<file path="config.mk">
export PLATFORM = sky130hd
export DESIGN_NAME = rtc_calendar_counter
export DESIGN_NICKNAME = d
export VERILOG_FILES = /design/src/hdl/rcc_pkg.sv /design/src/hdl/rcc_step.sv /design/src/hdl/rtc_calendar_counter.sv
export SDC_FILE = /design/constraint.sdc
export NUM_CORES = 1
export LEC_CHECK = 0
export BUFFER_PORTS_ARGS = -buffer_cell sky130_fd_sc_hd__buf_2
export CORE_MARGIN = 3
export CORE_UTILIZATION = 30
export DETAILED_ROUTE_END_ITERATION = 16
export HOLD_SLACK_MARGIN = 0.06
export PLACE_DENSITY = 0.6
export SLEW_MARGIN = 15
export SYNTH_ARGS = -nofsm -noshare
export SYNTH_HDL_FRONTEND = slang
export SYNTH_SLANG_ARGS = --single-unit
</file>
<file path="constraint.sdc">
create_clock -name clk -period 7.9 [get_ports clk]
set_input_delay 1.185 -clock clk [delete_from_list [all_inputs] [get_ports clk]]
set_output_delay 1.185 -clock clk [all_outputs]
set_load 0.03 [all_outputs]
</file>
<file path="src/hdl/rcc_pkg.sv">
package rcc_pkg;

	localparam int IN_DATA_W  = 40;
	localparam int OUT_DATA_W = 40;

	localparam logic [5:0] SEC_MAX   = 6'd59;
	localparam logic [5:0] MIN_MAX   = 6'd59;
	localparam logic [4:0] HOUR_MAX  = 5'd23;
	localparam logic [3:0] MONTH_MAX = 4'd12;
	localparam logic [6:0] YEAR_MAX  = 7'd99;

	// packed so that second sits in the lowest bits
	typedef struct packed {
		logic [6:0] year;
		logic [3:0] month;
		logic [4:0] day;
		logic [4:0] hour;
		logic [5:0] minute;
		logic [5:0] second;
	} rcc_time_t;

	typedef enum logic [2:0] {
		LVL_SECOND = 3'd0,
		LVL_MINUTE = 3'd1,
		LVL_HOUR   = 3'd2,
		LVL_DAY    = 3'd3,
		LVL_MONTH  = 3'd4,
		LVL_YEAR   = 3'd5,
		LVL_LOADED = 3'd6,
		LVL_REJECT = 3'd7
	} rcc_level_t;

	function automatic logic is_leap(input logic [6:0] year);
		return (year[1:0] == 2'd0);
	endfunction

	function automatic logic [4:0] month_length(input logic [3:0] month,
			input logic [6:0] year);
		if (month == 4'd2) begin
			return is_leap(year) ? 5'd29 : 5'd28;
		end else if (month inside {4'd4, 4'd6, 4'd9, 4'd11}) begin
			return 5'd30;
		end else begin
			return 5'd31;
		end
	endfunction

	// days before the month, mod 7
	function automatic logic [2:0] month_offset(input logic [3:0] month,
			input logic leap);
		logic [2:0] off;
		case (month)
			4'd1:    off = 3'd0;
			4'd2:    off = 3'd3;
			4'd3:    off = leap ? 3'd4 : 3'd3;
			4'd4:    off = leap ? 3'd0 : 3'd6;
			4'd5:    off = leap ? 3'd2 : 3'd1;
			4'd6:    off = leap ? 3'd5 : 3'd4;
			4'd7:    off = leap ? 3'd0 : 3'd6;
			4'd8:    off = leap ? 3'd3 : 3'd2;
			4'd9:    off = leap ? 3'd6 : 3'd5;
			4'd10:   off = leap ? 3'd1 : 3'd0;
			4'd11:   off = leap ? 3'd4 : 3'd3;
			4'd12:   off = leap ? 3'd6 : 3'd5;
			default: off = 3'd0;
		endcase
		return off;
	endfunction

	// 8 = 1 mod 7: fold octal digits, then one correction
	function automatic logic [2:0] mod7(input logic [7:0] w);
		logic [4:0] s;
		logic [3:0] t;
		s = {2'b0, w[2:0]} + {2'b0, w[5:3]} + {3'b0, w[7:6]};
		t = {1'b0, s[2:0]} + {2'b0, s[4:3]};
		if (t >= 4'd7) begin
			t = t - 4'd7;
		end
		return t[2:0];
	endfunction

	// 2000-01-01 was a Saturday; 0 = Sunday
	function automatic logic [2:0] calc_weekday(input rcc_time_t t);
		logic [7:0] y8;
		logic [7:0] q;
		logic [7:0] w;
		y8 = {1'b0, t.year};
		q  = (y8 + 8'd3) >> 2;
		w  = y8 + q + {5'b0, month_offset(t.month, is_leap(t.year))}
			+ {3'b0, t.day} + 8'd12;
		return mod7(w);
	endfunction

endpackage

</file>
<file path="src/hdl/rcc_step.sv">
module rcc_step (
	input  rcc_pkg::rcc_time_t  cur,
	input  logic                mode,
	input  rcc_pkg::rcc_time_t  set,
	output rcc_pkg::rcc_time_t  nxt,
	output rcc_pkg::rcc_level_t level,
	output logic [2:0]          weekday
);
	import rcc_pkg::*;

	logic set_ok;

	always_comb begin
		set_ok = (set.second <= SEC_MAX) && (set.minute <= MIN_MAX)
			&& (set.hour <= HOUR_MAX) && (set.year <= YEAR_MAX)
			&& (set.month != 4'd0) && (set.month <= MONTH_MAX)
			&& (set.day != 5'd0) && (set.day <= month_length(set.month, set.year));
	end

	always_comb begin
		nxt   = cur;
		level = LVL_SECOND;
		if (mode) begin
			if (set_ok) begin
				nxt   = set;
				level = LVL_LOADED;
			end else begin
				level = LVL_REJECT;
			end
		end else if (cur.second != SEC_MAX) begin
			nxt.second = cur.second + 6'd1;
		end else begin
			nxt.second = 6'd0;
			level      = LVL_MINUTE;
			if (cur.minute != MIN_MAX) begin
				nxt.minute = cur.minute + 6'd1;
			end else begin
				nxt.minute = 6'd0;
				level      = LVL_HOUR;
				if (cur.hour != HOUR_MAX) begin
					nxt.hour = cur.hour + 5'd1;
				end else begin
					nxt.hour = 5'd0;
					level    = LVL_DAY;
					if (cur.day != month_length(cur.month, cur.year)) begin
						nxt.day = cur.day + 5'd1;
					end else begin
						nxt.day = 5'd1;
						level   = LVL_MONTH;
						if (cur.month != MONTH_MAX) begin
							nxt.month = cur.month + 4'd1;
						end else begin
							nxt.month = 4'd1;
							level     = LVL_YEAR;
							nxt.year  = (cur.year == YEAR_MAX) ? 7'd0 : cur.year + 7'd1;
						end
					end
				end
			end
		end
	end

	assign weekday = calc_weekday(nxt);

endmodule

</file>
<file path="src/hdl/rtc_calendar_counter.sv">
// Calendar clock for 2000..2099 (year 00..99), reset to Saturday 2000-01-01 00:00:00.
// Each request on the input stream is either a one-second tick (tuser = 0) or a time
// load (tuser = 1); every request returns exactly one result holding the time after
// the step, the weekday (0 = Sunday) and a status code: the highest field that
// advanced on a tick, 6 for an accepted load, or 7 for a rejected load, which leaves
// the time unchanged. One request is taken every cycle while the result stream does not
// stall; each result passes from the input register through the carry chain and weekday
// logic into the result register, and a stalled result stream holds the pipe.
module rtc_calendar_counter (
	input  logic                           clk,
	input  logic                           arst_n,
	input  logic                           s_axis_tvalid,
	output logic                           s_axis_tready,
	// set_second, set_minute, set_hour, set_day, set_month, set_year, zero pad
	input  logic [rcc_pkg::IN_DATA_W-1:0]  s_axis_tdata,
	// mode
	input  logic                           s_axis_tuser,
	output logic                           m_axis_tvalid,
	input  logic                           m_axis_tready,
	// cur_second, cur_minute, cur_hour, cur_day, cur_month, cur_year, weekday,
	// carry_level, zero pad
	output logic [rcc_pkg::OUT_DATA_W-1:0] m_axis_tdata
);
	import rcc_pkg::*;

	localparam int TIME_W = $bits(rcc_time_t);

	localparam rcc_time_t TIME_RST = '{year: 7'd0, month: 4'd1, day: 5'd1,
		hour: 5'd0, minute: 6'd0, second: 6'd0};

	logic       valid_s1;
	logic       mode_s1;
	rcc_time_t  set_s1;
	rcc_time_t  time_q;
	logic       out_valid_q;
	rcc_time_t  out_time_q;
	logic [2:0] out_wday_q;
	rcc_level_t out_level_q;

	rcc_time_t  nxt_time;
	rcc_level_t nxt_level;
	logic [2:0] nxt_wday;
	logic       adv;

	assign adv           = !out_valid_q || m_axis_tready;
	assign s_axis_tready = !valid_s1 || adv;

	rcc_step u_step (
		.cur     (time_q),
		.mode    (mode_s1),
		.set     (set_s1),
		.nxt     (nxt_time),
		.level   (nxt_level),
		.weekday (nxt_wday)
	);

	always_ff @(posedge clk or negedge arst_n) begin
		if (!arst_n) begin
			valid_s1    <= 1'b0;
			out_valid_q <= 1'b0;
			time_q      <= TIME_RST;
		end else begin
			if (s_axis_tready) begin
				valid_s1 <= s_axis_tvalid;
			end
			if (adv) begin
				out_valid_q <= valid_s1;
				if (valid_s1) begin
					time_q <= nxt_time;
				end
			end
		end
	end

	always_ff @(posedge clk) begin
		if (s_axis_tvalid && s_axis_tready) begin
			mode_s1 <= s_axis_tuser;
			set_s1  <= s_axis_tdata[TIME_W-1:0];
		end
		if (adv && valid_s1) begin
			out_time_q  <= nxt_time;
			out_wday_q  <= nxt_wday;
			out_level_q <= nxt_level;
		end
	end

	assign m_axis_tvalid = out_valid_q;
	assign m_axis_tdata  = {{(OUT_DATA_W - TIME_W - 6){1'b0}}, out_level_q, out_wday_q,
		out_time_q};

	a_time_valid: assert property (@(posedge clk) disable iff (!arst_n)
		(time_q.second <= SEC_MAX) && (time_q.minute <= MIN_MAX)
		&& (time_q.hour <= HOUR_MAX) && (time_q.year <= YEAR_MAX)
		&& (time_q.month != 4'd0) && (time_q.month <= MONTH_MAX)
		&& (time_q.day != 5'd0) && (time_q.day <= month_length(time_q.month, time_q.year)))
		else $error("calendar state out of range");

	a_stall_hold: assert property (@(posedge clk) disable iff (!arst_n)
		out_valid_q && !m_axis_tready |=> $stable(time_q))
		else $error("time advanced while result stalled");

	a_reject_hold: assert property (@(posedge clk) disable iff (!arst_n)
		adv && valid_s1 && (nxt_level == LVL_REJECT) |=> $stable(time_q))
		else $error("rejected load changed the time");

	a_result_time: assert property (@(posedge clk) disable iff (!arst_n)
		adv && valid_s1 |=> (out_time_q == time_q) && out_valid_q)
		else $error("result time differs from state");

endmodule
</file>
**Word level (Yosys, flattened, before mapping)**

Index checks and enable logic that the tools add are counted.

- Register bits: 108
- Logic and storage cells: 135

- Add/sub/neg operators: 15
- Magnitude comparators: 7
- Equality and inequality tests: 27
- Muxes and demuxes: 39
- Reductions and logical operators: 24

Operators by type and width:

| kind | count |
|---|---|
| $mux 33 | 2 |
| $mux 5 | 8 |
| $eq 4x4->1 const B | 9 |
| $eq 4x3->1 const B | 8 |
| $mux 27 | 1 |
| $mux 3 | 8 |
| $pmux 3 s8 | 1 |
| $mux 21 | 1 |
| $eq 4x2->1 const B | 4 |
| $mux 16 | 1 |
| $mux 7 | 2 |
| $add 6x1->6 const B | 2 |
| $le 6x6->1 const B | 2 |
| $mux 6 | 2 |
| $ne 6x6->1 const B | 2 |
| $reduce_bool 4->1 | 3 |
| $mux 11 | 1 |
| $add 5x1->5 const B | 2 |
| $logic_and 1x1->1 | 9 |
| $mux 1 | 9 |
| $add 7x2->8 const B | 1 |
| $add 7x6->8 | 1 |
| $add 8x3->8 | 1 |
| $add 8x4->8 const B | 1 |
| 24 further kinds | 31 |

**Longest topological paths before layout**

- Depth after elaboration: 25
- Depth in mapped cells: 41
- Gate-level depth less buffers: 40

**By module**

Synthesis repeated with hierarchy kept, for this count alone.

- Cell total of the unflattened synthesis: 553
- Area, all modules: 6700.2 µm²

Modules (own cells, without submodules):

| module | instances | cells each | area each (µm²) | seq. area each (µm²) |
|---|---|---|---|---|
| rtc_calendar_counter | 1 | 153 | 3651.0 | 3070.4 |
| rcc_step | 1 | 400 | 3049.2 | 0.0 |

**Worst setup path after synthesis**

No wires, ideal clock.

- Path type: reg2reg
- From: reg set_s1[25] in the netlist's numbering
- To: reg out_wday_q[0], data pin
- Setup time: 0.272 ns
- Arrival time: 7.602 ns
- Required time: 7.628 ns
- Path slack: 0.025 ns
- Stages on the path, launching flop included: 35
- Cell sequence: edfxtp_1 -> nor4b_1 -> ha_1 -> nor2b_1 -> o2111a_1 -> a211o_1 -> buf_6 -> mux2i_1 -> a221oi_4 -> a21oi_4 -> nand2b_1 -> a32oi_1 -> o221ai_1 -> fa_1 -> fa_1 -> fa_1 -> inv_1 -> ha_1 -> inv_1 -> fa_1 -> inv_1 -> ha_1 -> fa_1 -> ha_1 -> a21o_1 -> nand2_1 -> xor2_1 -> ha_1 -> inv_1 -> fa_1 -> inv_1 -> ha_1 -> nand2_1 -> o21ai_0 -> xor2_1

- Cells in the longest elaborated chain, start to end: 19
- Elaborated cells between the ends (all ways): 51
- Those cells by class: add/sub (9); order compare (3); eq/ne (16); mux (13); reduce/logical (10)

Ends and longest elaborated chain:

| element | line | text |
|---|---|---|
| start, declared | rtc_calendar_counter.sv:33 | `rcc_time_t set_s1;` |
| start signal, assigned | rtc_calendar_counter.sv:78 | `set_s1 <= s_axis_tdata[TIME_W-1:0];` |
| $eq 4x3->1 / $eq 4x4->1 (equally long branches) | rcc_pkg.sv:41 | `end else if (month inside {4'd4, 4'd6, 4'd9, 4'd11}) begin` |
| $reduce_bool 4->1 | rcc_pkg.sv:41 |  |
| $mux 1 | rcc_pkg.sv:41 |  |
| $mux 5 | rcc_pkg.sv:39 | `if (month == 4'd2) begin` |
| $le 5x5->1 | rcc_step.sv:17 | `&& (set.day != 5'd0) && (set.day <= month_length(set.month, set.year));` |
| $logic_and 1x1->1 | rcc_step.sv:17 |  |
| $mux 33 * | rcc_step.sv:24 | `if (set_ok) begin` |
| $mux 33 * | rcc_step.sv:23 | `if (mode) begin` |
| parallel branches: the longest is 4 deep, another holds $add 7x2->8 | - |  |
| $add 8x5->8 * | rcc_pkg.sv:90 | `+ {3'b0, t.day} + 8'd12;` |
| $add 8x4->8 * | rcc_pkg.sv:90 |  |
| $add 3x3->4 | rcc_pkg.sv:74 | `s = {2'b0, w[2:0]} + {2'b0, w[5:3]} + {3'b0, w[7:6]};` |
| $add 5x2->5 * | rcc_pkg.sv:74 |  |
| $add 3x2->4 * | rcc_pkg.sv:75 | `t = {1'b0, s[2:0]} + {2'b0, s[4:3]};` |
| $ge 4x3->1 / $sub 3x3->3 (equally long branches) | rcc_pkg.sv:76, rcc_pkg.sv:77 |  |
| $mux 3 * | rcc_pkg.sv:76 | `if (t >= 4'd7) begin` |
| via nxt_wday[0] | rtc_calendar_counter.sv:42 | `logic [2:0] nxt_wday;` |
| end signal, assigned | rtc_calendar_counter.sv:82 | `out_wday_q <= nxt_wday;` |
| end, declared | rtc_calendar_counter.sv:37 | `logic [2:0] out_wday_q;` |

Mark *: on every way through the listed nets, which the timed path passes.
A chain may end at the register's enable or synchronous reset.

**Worst setup path after layout**

Same ends and word-level chain as after synthesis.

==> reports/results.ini <==
[routing]
drt_iter0_drc = 265
avgViaCountPerCell = 4.90
postRouteAntennaNets = 0
dr.pass1.iters = 5
drc_errors = 0
wire_per_inst_um = 15.8
vias = 5048
drt-total-wl_um = 16300

[synthesis]
yosysTopAreaCell = edfxtp_1
syn_area_per_cell_um2 = 10.9
synth-edff-count = 73
synth_nets = 683
synth_cells = 591
ys_warn_count = 0
synth.distinct_cells = 77
synth.area.top_cells = edfxtp_1 34%, dfrtp_1 13%, ha_1 6.8%
syn_area_um2 = 6450
synth_top_cell_area_share = 0.340
async_reset_ff_frac = 0.324
synth_seq_area_share = 0.476
synth-main-ff-cell = edfxtp_1
synth_seq_cells = 108

[sta]
finalMaxSlewViolations = 0
hold_viol = 0
fin_crit_sh = 1.01
setup_viol = 3
fin_skew_ns = 0.0104
fmax_mhz = 126
slew_headroom = 0.396
worst_slack_ns = -0.0483
rsz0062_at_grt = true
tightest_slew_ns = 0.906
finalCriticalPeriod_ns = 7.95

[worst_setup_path]
cp_num_buf_inv = 7
crit_path_end_kind = flop
critPathLaunchType = flop
worstPathArrival_ns = 8.05
cpPeakStageDelay_ns = 0.53
cp.required_ns = 8.01
cp_max_fo = 4
crit_family = adder cells
cpMostUsedCell = fa_1
critPathKind = reg2reg
critPathSlowestCell = fa_1

[place]
placed_cells = 1006
gp_congestion = 0.843
numPortBuffers = 78
dp_hpwl_um = 11900

[job]
maxCapViolCount = 0

[final_layout]
final_common_cell = buf_4
syn2layout_area_growth_pct = 27.5
antenna_cells = 0
drive_above_1_share = 0.341
final_cells = 1031
final_core_utilization = 0.390
final_cell_mix = 91 x buf_4, 78 x buf_2, 75 x nand2_1
final_nets = 843

[floorplanning]
ios = 87
chipHeight_um = 153
core_area_um2 = 21100
row_count = 53
die_area_um2 = 23300
start_util = 0.306
die_x_um = 153

[grt]
grt_pass1_wl_um = 26000
grt_max_degree = 60
track_usage = 0.139
grt_pass1_vias = 5043
grt_remaining_overflow = 0
antenna_found_initial = 1

[clock_network]
htree_levels = 3
clock_path_buffers = 2
clockRootBuffer = clkbuf_16
cts_made_buffers = 9
ctsHoldBuffers = 0
clk_latency_ns = 0.35
clk_pin_slew_ns = 0.07
tritoncts = built
cts.sinks = 108

[min_path]
hp-class = reg2reg

[outcome]
status = finished with violations
failed_checks = negative setup slack

==> cell families (layout without fill, tap and decap cells) <==
| logic type | after synthesis | count (layout) | synth area share |
|---|---|---|---|
| AO/OA/AOI/OAI | 130 | 130 | 0.149 |
| XOR/XNOR | 15 | 15 | 0.0204 |
| adder cells (fa/ha/maj) | 47 | 47 | 0.105 |
| buffers and inverters | 71 | 236 | 0.0442 |
| flip-flops | 108 | 108 | 0.476 |
| multiplexers | 33 | 33 | 0.0545 |
| other | 1 | 1 | 0.000582 |
| AND/OR/NAND/NOR | 186 | 186 | 0.150 |
==> path summary, 6_finish.rpt <==
path,startpoint,to,slack [ns],cells past startpoint
setup / recovery,set_s1[25],out_wday_q[0],-0.05,35
hold / removal,valid_s1,m_axis_tvalid,0.49,1
setup reg to reg,set_s1[25],out_wday_q[0],-0.05,35
hold reg to reg,valid_s1,m_axis_tvalid,0.49,1
max in group asynchronous,arst_n,time_q[3],6.37,1
min in group asynchronous,arst_n,time_q[11],0.95,1
==> timing repair <==
| action | 4_1_cts | 5_1_grt |
|---|---|---|
| gates resized for setup | 19 | 12 |
| setup endpoints to repair | 3 | 3 |
| setup buffers | 4 | 5 |
| pin swaps | 11 | 10 |
==> area by class of cell <==
cell class / instances / area (um^2)
Clock inverter: 6 / 110
Timing Repair Buffer: 171 / 1100
Clock buffer: 10 / 239
Sequential cell: 108 / 3070
Fill cell: 2098 / 12900
Multi-Input combinational cell: 412 / 3170
Inverter: 49 / 186
Tap cell: 275 / 344
==> layer usage <==
metal / vias up / wire length [um] / track usage
met5: - / 13 / 0
met4: 2 / 317 / 0.0395
met3: 28 / 627 / 0.0290
met2: 96 / 8270 / 0.245
met1: 2440 / 7080 / 0.172
li1: 2482 / - / -
==> sequential cells by signal (all words and copies together) (netlist names) <==
name           count
mode_s1            1
m_axis_tvalid      1
out_level_q        3
time_q            33
m_axis_tdata      33
set_s1            33
out_wday_q         3
valid_s1           1
==> through the flow <==
step | worst slack (ns) | cell area [um^2] | setup TNS (ns) | hold WS (ns)
global placement | -0.251 | 7710 | -0.617 | 0.469
CTS | -0.0574 | 8140 | -0.133 | 0.493
detailed placement | -0.349 | 7710 | -0.928 | 0.475
finish | -0.0483 | 8220 | -0.0987 | 0.487
global route | -0.363 | 8220 | -1.06 | 0.532
floorplan | 0.0252 | 6450 | 0 | 0.457
==> cells in the mapped netlist, types with 3 or more instances <==
cell,count
o31a_1,3
dfrtp_1,33
a31oi_1,5
xnor2_1,9
nand2_1,76
and3_1,9
nand4_1,7
a21oi_1,23
nand3b_1,4
o21ai_0,32
nand2b_1,7
mux2i_1,16
fa_1,12
nor3_1,11
edfxtp_1,73
or3_1,4
or2_2,3
a221o_1,7
xor2_1,6
o21ai_1,4
a21o_1,10
a211oi_1,6
nand3_1,15
inv_2,5
mux2_2,17
buf_2,3
ha_1,35
inv_1,44
nor2_1,27
clkbuf_1,15
o211ai_1,6
nor3b_1,5
Power is not shown: default switching activity piles up to over one toggle a cycle in this logic, so the estimate is an artifact.
